[src/rtl/core/idpa_pkg.sv]
// Shared types and codes for the incremental PID with deadband and anti-windup.
// No dependencies; imported by every module of the block.
package idpa_pkg;

    // Width of the configuration register index.
    localparam int CFG_IDX_W = 3;

    // Configuration register indexes.
    typedef enum logic [CFG_IDX_W-1:0] {
        REG_GAIN_P    = 3'd0,
        REG_GAIN_I    = 3'd1,
        REG_GAIN_D    = 3'd2,
        REG_DEAD_BAND = 3'd3,
        REG_OUT_MIN   = 3'd4,
        REG_OUT_MAX   = 3'd5,
        REG_LIMIT_EN  = 3'd6
    } cfg_reg_t;

    // Load enables for the two register stages of a gain multiplier.
    typedef struct packed {
        logic load_a;   // capture raw magnitude product
        logic load_b;   // capture scaled, saturated term
    } pipe_ctl_t;

endpackage

[src/rtl/core/idpa_fmul.sv]
// Fixed-point gain multiplier: exact magnitude product, truncating shift, saturation.
// Two register stages; depends on idpa_pkg for the stage load enables.
module idpa_fmul
    import idpa_pkg::*;
#(
    parameter int DATA_WIDTH = 32,
    parameter int FRAC_BITS  = 16
)
(
    input  logic                  clk,
    input  pipe_ctl_t             ctl,
    input  logic [DATA_WIDTH-1:0] gain,
    input  logic [DATA_WIDTH-1:0] operand,
    output logic [DATA_WIDTH-1:0] term
);

    localparam int DW = DATA_WIDTH;
    localparam int PW = 2 * DATA_WIDTH;
    localparam logic [DW-1:0] MAXV = {1'b0, {(DW-1){1'b1}}};
    localparam logic [DW-1:0] MINV = {1'b1, {(DW-1){1'b0}}};
    localparam logic [PW-1:0] LIM_POS = PW'(MAXV);
    localparam logic [PW-1:0] LIM_NEG = PW'(MINV);

    logic [DW-1:0] ua, ub;
    logic          neg;
    logic [PW-1:0] prod_reg;
    logic          neg_reg;
    logic [PW-1:0] shifted;
    logic [DW-1:0] mag_trunc;
    logic [DW-1:0] term_next;
    logic [DW-1:0] term_reg;

    // Take magnitudes and the sign of the product
    always_comb
    begin
        ua  = gain[DW-1]    ? (-gain)    : gain;
        ub  = operand[DW-1] ? (-operand) : operand;
        neg = gain[DW-1] ^ operand[DW-1];
    end

    // Capture the full magnitude product
    always_ff @(posedge clk)
    begin
        if (ctl.load_a)
        begin
            prod_reg <= PW'(ua) * PW'(ub);
            neg_reg  <= neg;
        end
    end

    // Drop the fraction bits, saturate and restore the sign
    always_comb
    begin
        shifted   = prod_reg >> FRAC_BITS;
        mag_trunc = shifted[DW-1:0];
        if (shifted >= (neg_reg ? LIM_NEG : LIM_POS))
            term_next = neg_reg ? MINV : MAXV;
        else
            term_next = neg_reg ? (-mag_trunc) : mag_trunc;
    end

    always_ff @(posedge clk)
    begin
        if (ctl.load_b)
            term_reg <= term_next;
    end

    assign term = term_reg;

endmodule

[config.mk]
export PLATFORM = sky130hd
export DESIGN_NAME = idpa_fmul
export DESIGN_NICKNAME = d
export VERILOG_FILES = /design/src/rtl/core/idpa_pkg.sv /design/src/rtl/core/idpa_fmul.sv
export SDC_FILE = /design/constraint.sdc
export NUM_CORES = 2
export LEC_CHECK = 0
export BUFFER_PORTS_ARGS = -buffer_cell sky130_fd_sc_hd__buf_2
export CORE_MARGIN = 1.5
export CORE_UTILIZATION = 60
export CTS_CLUSTER_DIAMETER = 80
export DETAILED_ROUTE_END_ITERATION = 16
export GPL_ROUTABILITY_DRIVEN = 0
export PLACE_DENSITY = 0.77
export SYNTH_ARGS = -nofsm -noshare
export SYNTH_HDL_FRONTEND = slang
export SYNTH_SLANG_ARGS = --single-unit
[constraint.sdc]
create_clock -name clk -period 19.9 [get_ports clk]
set_input_delay 0.995 -clock clk [delete_from_list [all_inputs] [get_ports clk]]
set_output_delay 0.995 -clock clk [all_outputs]
set_load 0.01 [all_outputs]
==> impl_metrics.yaml <==
outcome:
  status: "complete, no violations"
synth:
  syn_inst: 4227
  synth_most_common_cell: "inv_1"
  ys_warn_count: 0
  synthTopCellsByArea: "fa_1, ha_1, inv_1"
  synthTopCellsByCount: "inv_1, fa_1, nor2_1, nand2_1, ha_1"
  synth_top_area_share_pct: 47.7
  netlist_area_sq_um: 37600
  synth_flop_cell: "edfxtp_1"
  synth-edff-count: 81
  mappedNetlistNets: 5484
  synthArstFlopShare_pct: 0
  synth_cell_type_count: 73
  ys_seq_elements: 81
  syn_avg_cell_area_sq_um: 8.89
  synth_area_leader_cell: "fa_1"
  yosysSeqAreaShare_pct: 6.48
grt:
  grt_use_met1_pct: 45.1
  grtUsageMet3_pct: 9.15
  grt.busiest_layer: "met2"
  grt_pass1_vias: 32200
  grt_usage_pct: 36.9
  use_met2_pct: 57.9
  antenna_found_initial: 2
  grt_max_degree: 77
  grt_overflow: 0
  grt_pass1_wl_mm: 177
floorplan:
  ios: 99
  fp.dieArea_sq_um: 64100
  num_rows: 91
  start_util_pct: 60.8
  core_area_sq_um: 61800
  dieWidth_microns: 253
  die_h_microns: 253
critical_path:
  crit_type: "primary input to flip-flop"
  r2r-start: "neg_reg"
  cp_common_cell: "fa_1"
  cp.required_ps: 19960
  rrSetupSlack_ps: 15750
  crit_family: "adder cells"
  cp_max_fo: 15
  slowest_stage: "xor2_2"
  crit_buf_inv: 6
  rr_worst_depth: 14
  crit_cells: 33
  slowest_delay_ps: 710
  worstSetupStartpointType: "primary input"
  arrival_ps: 11520
  crit_path_end: "prod_reg[61]"
  cp-end-kind: "flip-flop"
  crit_path_start: "gain[0]"
  r2r_end: "term[31]"
cts:
  post-cts-setup-buffers: 0
  cts_tree: "done"
  root_buffer: "clkbuf_16"
  cts_hold_buf: 0
  htree_levels: 3
  clk_pin_slew_worst_paths_ps: 60
  cts_resized: 0
  cts_inserted_buffers: 9
  cts_sinks: 81
  cts_buffer_depth: 2
  clk_latency_ps: 330
timing:
  period_needed_ps: 11460
  slew_violations: 0
  skew_ps: 5.00
  max_freq_mhz: 87.3
  rsz0062_at_grt: "false"
  slew_headroom_pct: 1.46
  setup-violations-final: 0
  finalCritPeriodShare_pct: 57.6
  tns_ps: 0
  report.final.hold_viol_count: 0
  worst_pin_slew_ps: 1470
drt:
  wirelength_mm: 114
  ant_nets: 0
  viasPerCell: 6.00
  drtIter0Drc: 3008
  dr.pass1.iters: 9
  vias: 30700
  wire_per_inst_microns: 22.3
  drc_errors: 0
flow_run:
  cap_violations: 0
placed_design:
  io_buffers: 98
  hpwl_mm: 92.7
layout:
  fill_cells: 5016
  drive_gt1_share_pct: 6.85
  antenna_cells: 0
  syn_to_final_growth_pct: 6.19
  largest_reg_flops: 48
  num-nets-final: 5527
min_path:
  min_from: "prod_reg[16]"
  hold_path.class: "flip-flop to flip-flop"
-- placed cells by master, fill, tap and decap left out, drive strengths merged, types with 5 or more instances in the layout --
cell type / instances
o41ai: 9
a21o: 42
o21bai: 12
o211ai: 6
nor2b: 5
a211oi: 7
nand3: 27
mux2i: 17
nand2b: 19
nand2: 555
o21ai: 69
nor3: 35
edfxtp: 81
o22ai: 21
nor2: 605
buf: 214
nand4: 19
xor2: 75
or2: 5
ha: 295
and3: 8
and2: 20
nor4: 17
clkbuf: 10
o31ai: 12
o31a: 9
a21oi: 94
or3: 11
a221oi: 13
or4: 17
inv: 900
xnor2: 87
a21boi: 5
a31oi: 7
fa: 895
-- per-layer routing --
layer  vias up  wire length (microns)
li1      12800                      -
met4         2                   9990
met2      2019                  51500
met5         -                     13
met3       599                  13600
met1     15200                  38700
-- worst min-delay path, delay by kind of cell, from the launching register on --
kind | cells | cell delay (ps)
buffers and inverters | 1 | 80
flip-flops | 1 | 350
AO/OA/AOI/OAI | 1 | 190
-- layout make-up --
cell class | instances | area (sq um) | share of cell area [%]
clock buffer | 10 | 229 | 0.574
clock inverter | 6 | 82.6 | 0.207
inverter | 900 | 3380 | 8.47
multi-input combinational | 3064 | 31400 | 78.6
sequential | 81 | 2430 | 6.10
tap | 837 | 1050 | 2.63
timing repair buffer | 214 | 1360 | 3.41
-- how the worst min path moves through the flow --
stage	to	slack [ps]	cells after the start
global route	term[23]	780	2
finish	term[0]	740	2
global placement	term[0]	700	2
CTS	term[0]	760	2
detailed placement	term[30]	740	2
floorplan	term[0]	620	2
-- per-stage QoR --
stage               setup WS (ps)  utilization, %  instance area (sq um)  hold WS (ps)  cells
floorplan                    9310               -                  37600           622   4227
global placement             8630            64.0                  39600           700   5096
detailed placement           8290            64.0                  39600           738   5096
CTS                          8610            64.5                  39900           759   5112
global route                 7990            64.5                  39900           783   5112
finish                       8440            64.5                  39900           737   5112
-- cell families (layout without fill, tap and decap cells) --
kind of cell    count (synthesis)  after routing  synth area share (%)
simple gates                 1357           1357                  14.9
xor+xnor                      162            162                  3.82
compound gates                338            338                  5.95
fa+ha+maj                    1190           1190                  57.5
flops                          81             81                  6.48
buf+inv                      1082           1130                  10.9
mux                            17             17                 0.453
Power is left out: the tool's default activity adds up to more than one toggle a clock period on the data nets, which glitch-free logic cannot reach.
