--- src/rtl/core/idpa_pkg.sv ---
// Shared types and codes for the incremental PID with deadband and anti-windup.
// No dependencies; imported by every module of the block.
package idpa_pkg;

    // Width of the configuration register index.
    localparam int CFG_IDX_W = 3;

    // Configuration register indexes.
    typedef enum logic [CFG_IDX_W-1:0] {
        REG_GAIN_P    = 3'd0,
        REG_GAIN_I    = 3'd1,
        REG_GAIN_D    = 3'd2,
        REG_DEAD_BAND = 3'd3,
        REG_OUT_MIN   = 3'd4,
        REG_OUT_MAX   = 3'd5,
        REG_LIMIT_EN  = 3'd6
    } cfg_reg_t;

    // Load enables for the two register stages of a gain multiplier.
    typedef struct packed {
        logic load_a;   // capture raw magnitude product
        logic load_b;   // capture scaled, saturated term
    } pipe_ctl_t;

endpackage

--- src/rtl/core/idpa_out.sv ---
// Output stage: saturating sum of the three terms and the output-bound check.
// Depends on idpa_pkg.
module idpa_out
    import idpa_pkg::*;
#(
    parameter int DATA_WIDTH = 32
)
(
    input  logic                  clk,
    input  logic                  load,
    input  logic [DATA_WIDTH-1:0] p_term,
    input  logic [DATA_WIDTH-1:0] i_term,
    input  logic [DATA_WIDTH-1:0] d_term,
    input  logic [DATA_WIDTH-1:0] current_output,
    input  logic [DATA_WIDTH-1:0] out_min,
    input  logic [DATA_WIDTH-1:0] out_max,
    input  logic                  limit_enable,
    output logic [DATA_WIDTH-1:0] increment,
    output logic                  limit_hit
);

    localparam int DW = DATA_WIDTH;
    localparam logic [DW-1:0] MAXV = {1'b0, {(DW-1){1'b1}}};
    localparam logic [DW-1:0] MINV = {1'b1, {(DW-1){1'b0}}};

    logic signed [DW+1:0] sum;
    logic        [DW-1:0] inc_sat;
    logic signed [DW:0]   total;
    logic                 hit;
    logic        [DW-1:0] inc_next;
    logic        [DW-1:0] inc_reg;
    logic                 hit_reg;

    // Add the terms, saturate, then test the projected output against the bounds
    always_comb
    begin
        sum = $signed({{2{p_term[DW-1]}}, p_term})
            + $signed({{2{i_term[DW-1]}}, i_term})
            + $signed({{2{d_term[DW-1]}}, d_term});
        if ((&sum[DW+1:DW-1]) || (~|sum[DW+1:DW-1]))
            inc_sat = sum[DW-1:0];
        else
            inc_sat = sum[DW+1] ? MINV : MAXV;

        total = $signed({current_output[DW-1], current_output})
              + $signed({inc_sat[DW-1], inc_sat});
        hit   = limit_enable
              && ((total >= $signed({out_max[DW-1], out_max}))
               || (total <= $signed({out_min[DW-1], out_min})));

        inc_next = hit ? p_term : inc_sat;
    end

    // Hold the result until the sink takes it
    always_ff @(posedge clk)
    begin
        if (load)
        begin
            inc_reg <= inc_next;
            hit_reg <= hit;
        end
    end

    assign increment = inc_reg;
    assign limit_hit = hit_reg;

endmodule

--- config.mk ---
export PLATFORM = sky130hd
export DESIGN_NAME = idpa_out
export DESIGN_NICKNAME = d
export VERILOG_FILES = /design/src/rtl/core/idpa_pkg.sv /design/src/rtl/core/idpa_out.sv
export SDC_FILE = /design/constraint.sdc
export NUM_CORES = 1
export LEC_CHECK = 0
export BUFFER_PORTS_ARGS = -buffer_cell sky130_fd_sc_hd__buf_2
export CORE_ASPECT_RATIO = 0.7
export CORE_MARGIN = 1.5
export CORE_UTILIZATION = 59
export CTS_BUF_LIST = sky130_fd_sc_hd__clkbuf_8
export CTS_CLUSTER_DIAMETER = 60
export DETAILED_ROUTE_END_ITERATION = 10
export PLACE_DENSITY_LB_ADDON = 0.12
export SKIP_LAST_GASP = 1
export SYNTH_ARGS = -nofsm -noshare
export SYNTH_HDL_FRONTEND = slang
export SYNTH_SLANG_ARGS = --single-unit
export TNS_END_PERCENT = 5
--- constraint.sdc ---
create_clock -name clk -period 15.6 [get_ports clk]
set_clock_uncertainty 0.1 [all_clocks]
set_input_delay 0.78 -clock clk [delete_from_list [all_inputs] [get_ports clk]]
set_output_delay 0.78 -clock clk [all_outputs]
set_load 0.01 [all_outputs]
==> results.yml <==
outcome:
  status: "complete, no violations"
power_and_ir_drop:
  p_comb_frac: 0.857
  powerDensity_nw_per_um2: 217
  power.switching_mw: 1.00
  clkPwrFrac: 0.044
  switching_share: 0.530
  power.static_leakage_nw: 4.24
  seqPwrFrac: 0.098
  vdd.ir_drop.worst_mv: 0.152
  p_int_mw: 0.889
critical_path:
  crit_family: "compound AO/OA/AOI/OAI gates"
  critPathLaunch: "p_term[1]"
  crit_fanout: 40
  critPathCaptureType: "flip-flop"
  cp-start-kind: "input pin"
  crit_buf_inv: 6
  worstPathRequired_ns: 15.52
  crit_path_top_delay_cell: "a21oi_4"
  critPathMaxStageDelay_ns: 0.80
  critical_path_class: "input pin to flip-flop"
  crit_arrival_ns: 10.07
timing:
  final.setup.tns_ns: 0
  drv_slew: 0
  setup_viol: 0
  tightest_slew_ns: 1.03
  fin_ws_ns: 5.45
  grt_setup_unrepaired: "no"
  hold_viol: 0
  relSlewSlack: 0.315
  fin_crit_ns: 10.15
  fmax_mhz: 98.5
  min_period_over_period: 0.651
clock_network:
  clkTransAtPathRegs_ns: 0.08
  htree_levels: 2
  cts_inserted_buffers: 5
  post-cts-setup-buffers: 0
  cts_resized: 0
  clock-sinks: 33
  ctsHoldBuffers: 0
  clockBufferDepth: 2
  root_buffer: "clkbuf_8"
  cts_tree: "built"
drt:
  dr_total_vias: 7471
  totalWireLength_mm: 21.3
  drc_errors: 0
  drtIter0Drc: 544
  via_per_inst: 6.01
  routedWlPerCell_um: 17.1
  first_pass_iters: 5
  antenna_left: 0
synth:
  synthCells: 868
  ys.flop_type: "edfxtp_1"
  synth-seq-cells: 33
  synthArstFlopShare: 0
  syn-num-nets: 1228
  synth_area_per_cell_um2: 8.55
  yosysTopAreaCell: "ha_1"
  ys_types: 70
  synth_top_cell_area_share: 0.221
  yosysSeqAreaShare: 0.133
  ys_warn_count: 0
  synthesis.area_um2: 7420
  synth_area_leaders: "ha_1 22%, edfxtp_1 13%, fa_1 9.2%"
  synth_enable_flop_cells: 33
floorplanning:
  floorplan.rows: 34
  start_util: 0.602
  io_pins: 228
  dieArea_um2: 13300
  die_h_um: 96.9
  dieWidth_um: 137
  core_um2: 12300
finish:
  area_growth_pct: 17.5
  finish.utilization: 0.707
  drive_above_1_share: 0.261
  n_fill_cell: 1024
  n_antenna_cell: 0
  layout_commonest_cell: "buf_2"
  nets: 1441
  most-common-layout-cells: "227 x buf_2, 131 x ha_1, 104 x a21oi_1, 87 x inv_1, 67 x nor2_1"
  fin_area_um2: 8720
  stdcell_count: 1244
grt:
  grt_pass1_vias: 6940
  grt_pass1_wl_mm: 33.9
  grt_max_degree: 41
  grt-ovfl-total: 0
  grt_use_total: 0.323
  antenna_found_initial: 0
placement:
  numPortBuffers: 227
  dpl.cell_count: 1236
  post_dp_cell_area_um2: 8620
  post-dp-hpwl_mm: 18.0
  gp_congestion: 0.974
  dp_slack_ns: 5.32
min_path:
  hold_class: "input pin to flip-flop"
  min_from: "p_term[1]"
run:
  max-cap-violations: 0
-- per-layer routing --
metal	routed length, µm	track usage	vias to the layer above
li1	-	-	3636
met1	9930	0.469	3405
met2	8880	0.497	394
met3	2040	0.0556	36
met4	443	0.0761	0
met5	0	0	-
-- state kept, by name, summed over array words and instances, names as in the netlist --
| register | flops |
|---|---|
| limit_hit | 1 |
| increment | 32 |
-- power by group through the flow --
| stage | sequential [mW] | clock, mW | combinational [mW] |
|---|---|---|---|
| finish | 0.186 | 0.0837 | 1.62 |
| detailed placement | 0.186 | 0 | 1.59 |
| CTS | 0.186 | 0.0841 | 1.60 |
| global placement | 0.188 | 0 | 1.57 |
| global route | 0.189 | 0.0887 | 1.80 |
| floorplan | 0.208 | 0 | 1.21 |
-- metrics by stage --
stage | power (mW) | hold slack [ns]
2_1_floorplan | 1.42 | 0.792
3_3_place_gp | 1.75 | 1.06
3_5_place_dp | 1.78 | 1.06
4_1_cts | 1.87 | 0.734
5_1_grt | 2.08 | 0.746
6_report | 1.89 | 0.739
-- cells in the mapped netlist, drive strengths merged, types with 2 or more instances --
cell,count
o21ai,49
a21boi,3
a311oi,6
buf,16
a21o,26
mux2,2
ha,131
o21a,4
and3,9
a21oi,106
o221a,2
inv,87
a211oi,38
o21bai,11
a211o,2
nand2,42
nor2,67
xor2,17
nor2b,9
nand2b,11
nor3b,3
nor3,10
clkbuf,8
o211ai,10
o41ai,3
fa,34
nand4,23
nor4,2
a2111oi,3
xnor2,41
edfxtp,33
o221ai,4
and2,5
a221oi,4
nand3,19
a31oi,6
o31ai,4
and4,4
-- cells by family after synthesis --
kind of cell | Yosys count | share of synthesized area
DFF | 33 | 0.133
AOI/OAI and AO/OA | 292 | 0.279
muxes | 2 | 0.00303
and+or+nand+nor | 207 | 0.137
adders and majority gates | 165 | 0.312
xor gates and xnor gates | 58 | 0.0684
buffers and inverters | 111 | 0.0664
-- path summary, 6_finish.rpt --
kind / end / slack (ns) / cells past startpoint
worst max-delay path: increment[24] / 5.45 / 37
worst min-delay path: increment[1] / 0.74 / 2
-- cell type report --
class	instances	area [µm²]	area share
Timing Repair Buffer	230	1160	0.133
Multi-Input combinational cell	724	5940	0.681
Clock inverter	3	37.5	0.00430
Inverter	87	327	0.0374
Tap cell	162	203	0.0232
Sequential cell	33	991	0.114
Clock buffer	5	68.8	0.00789
(Power assumes the default switching activity.)
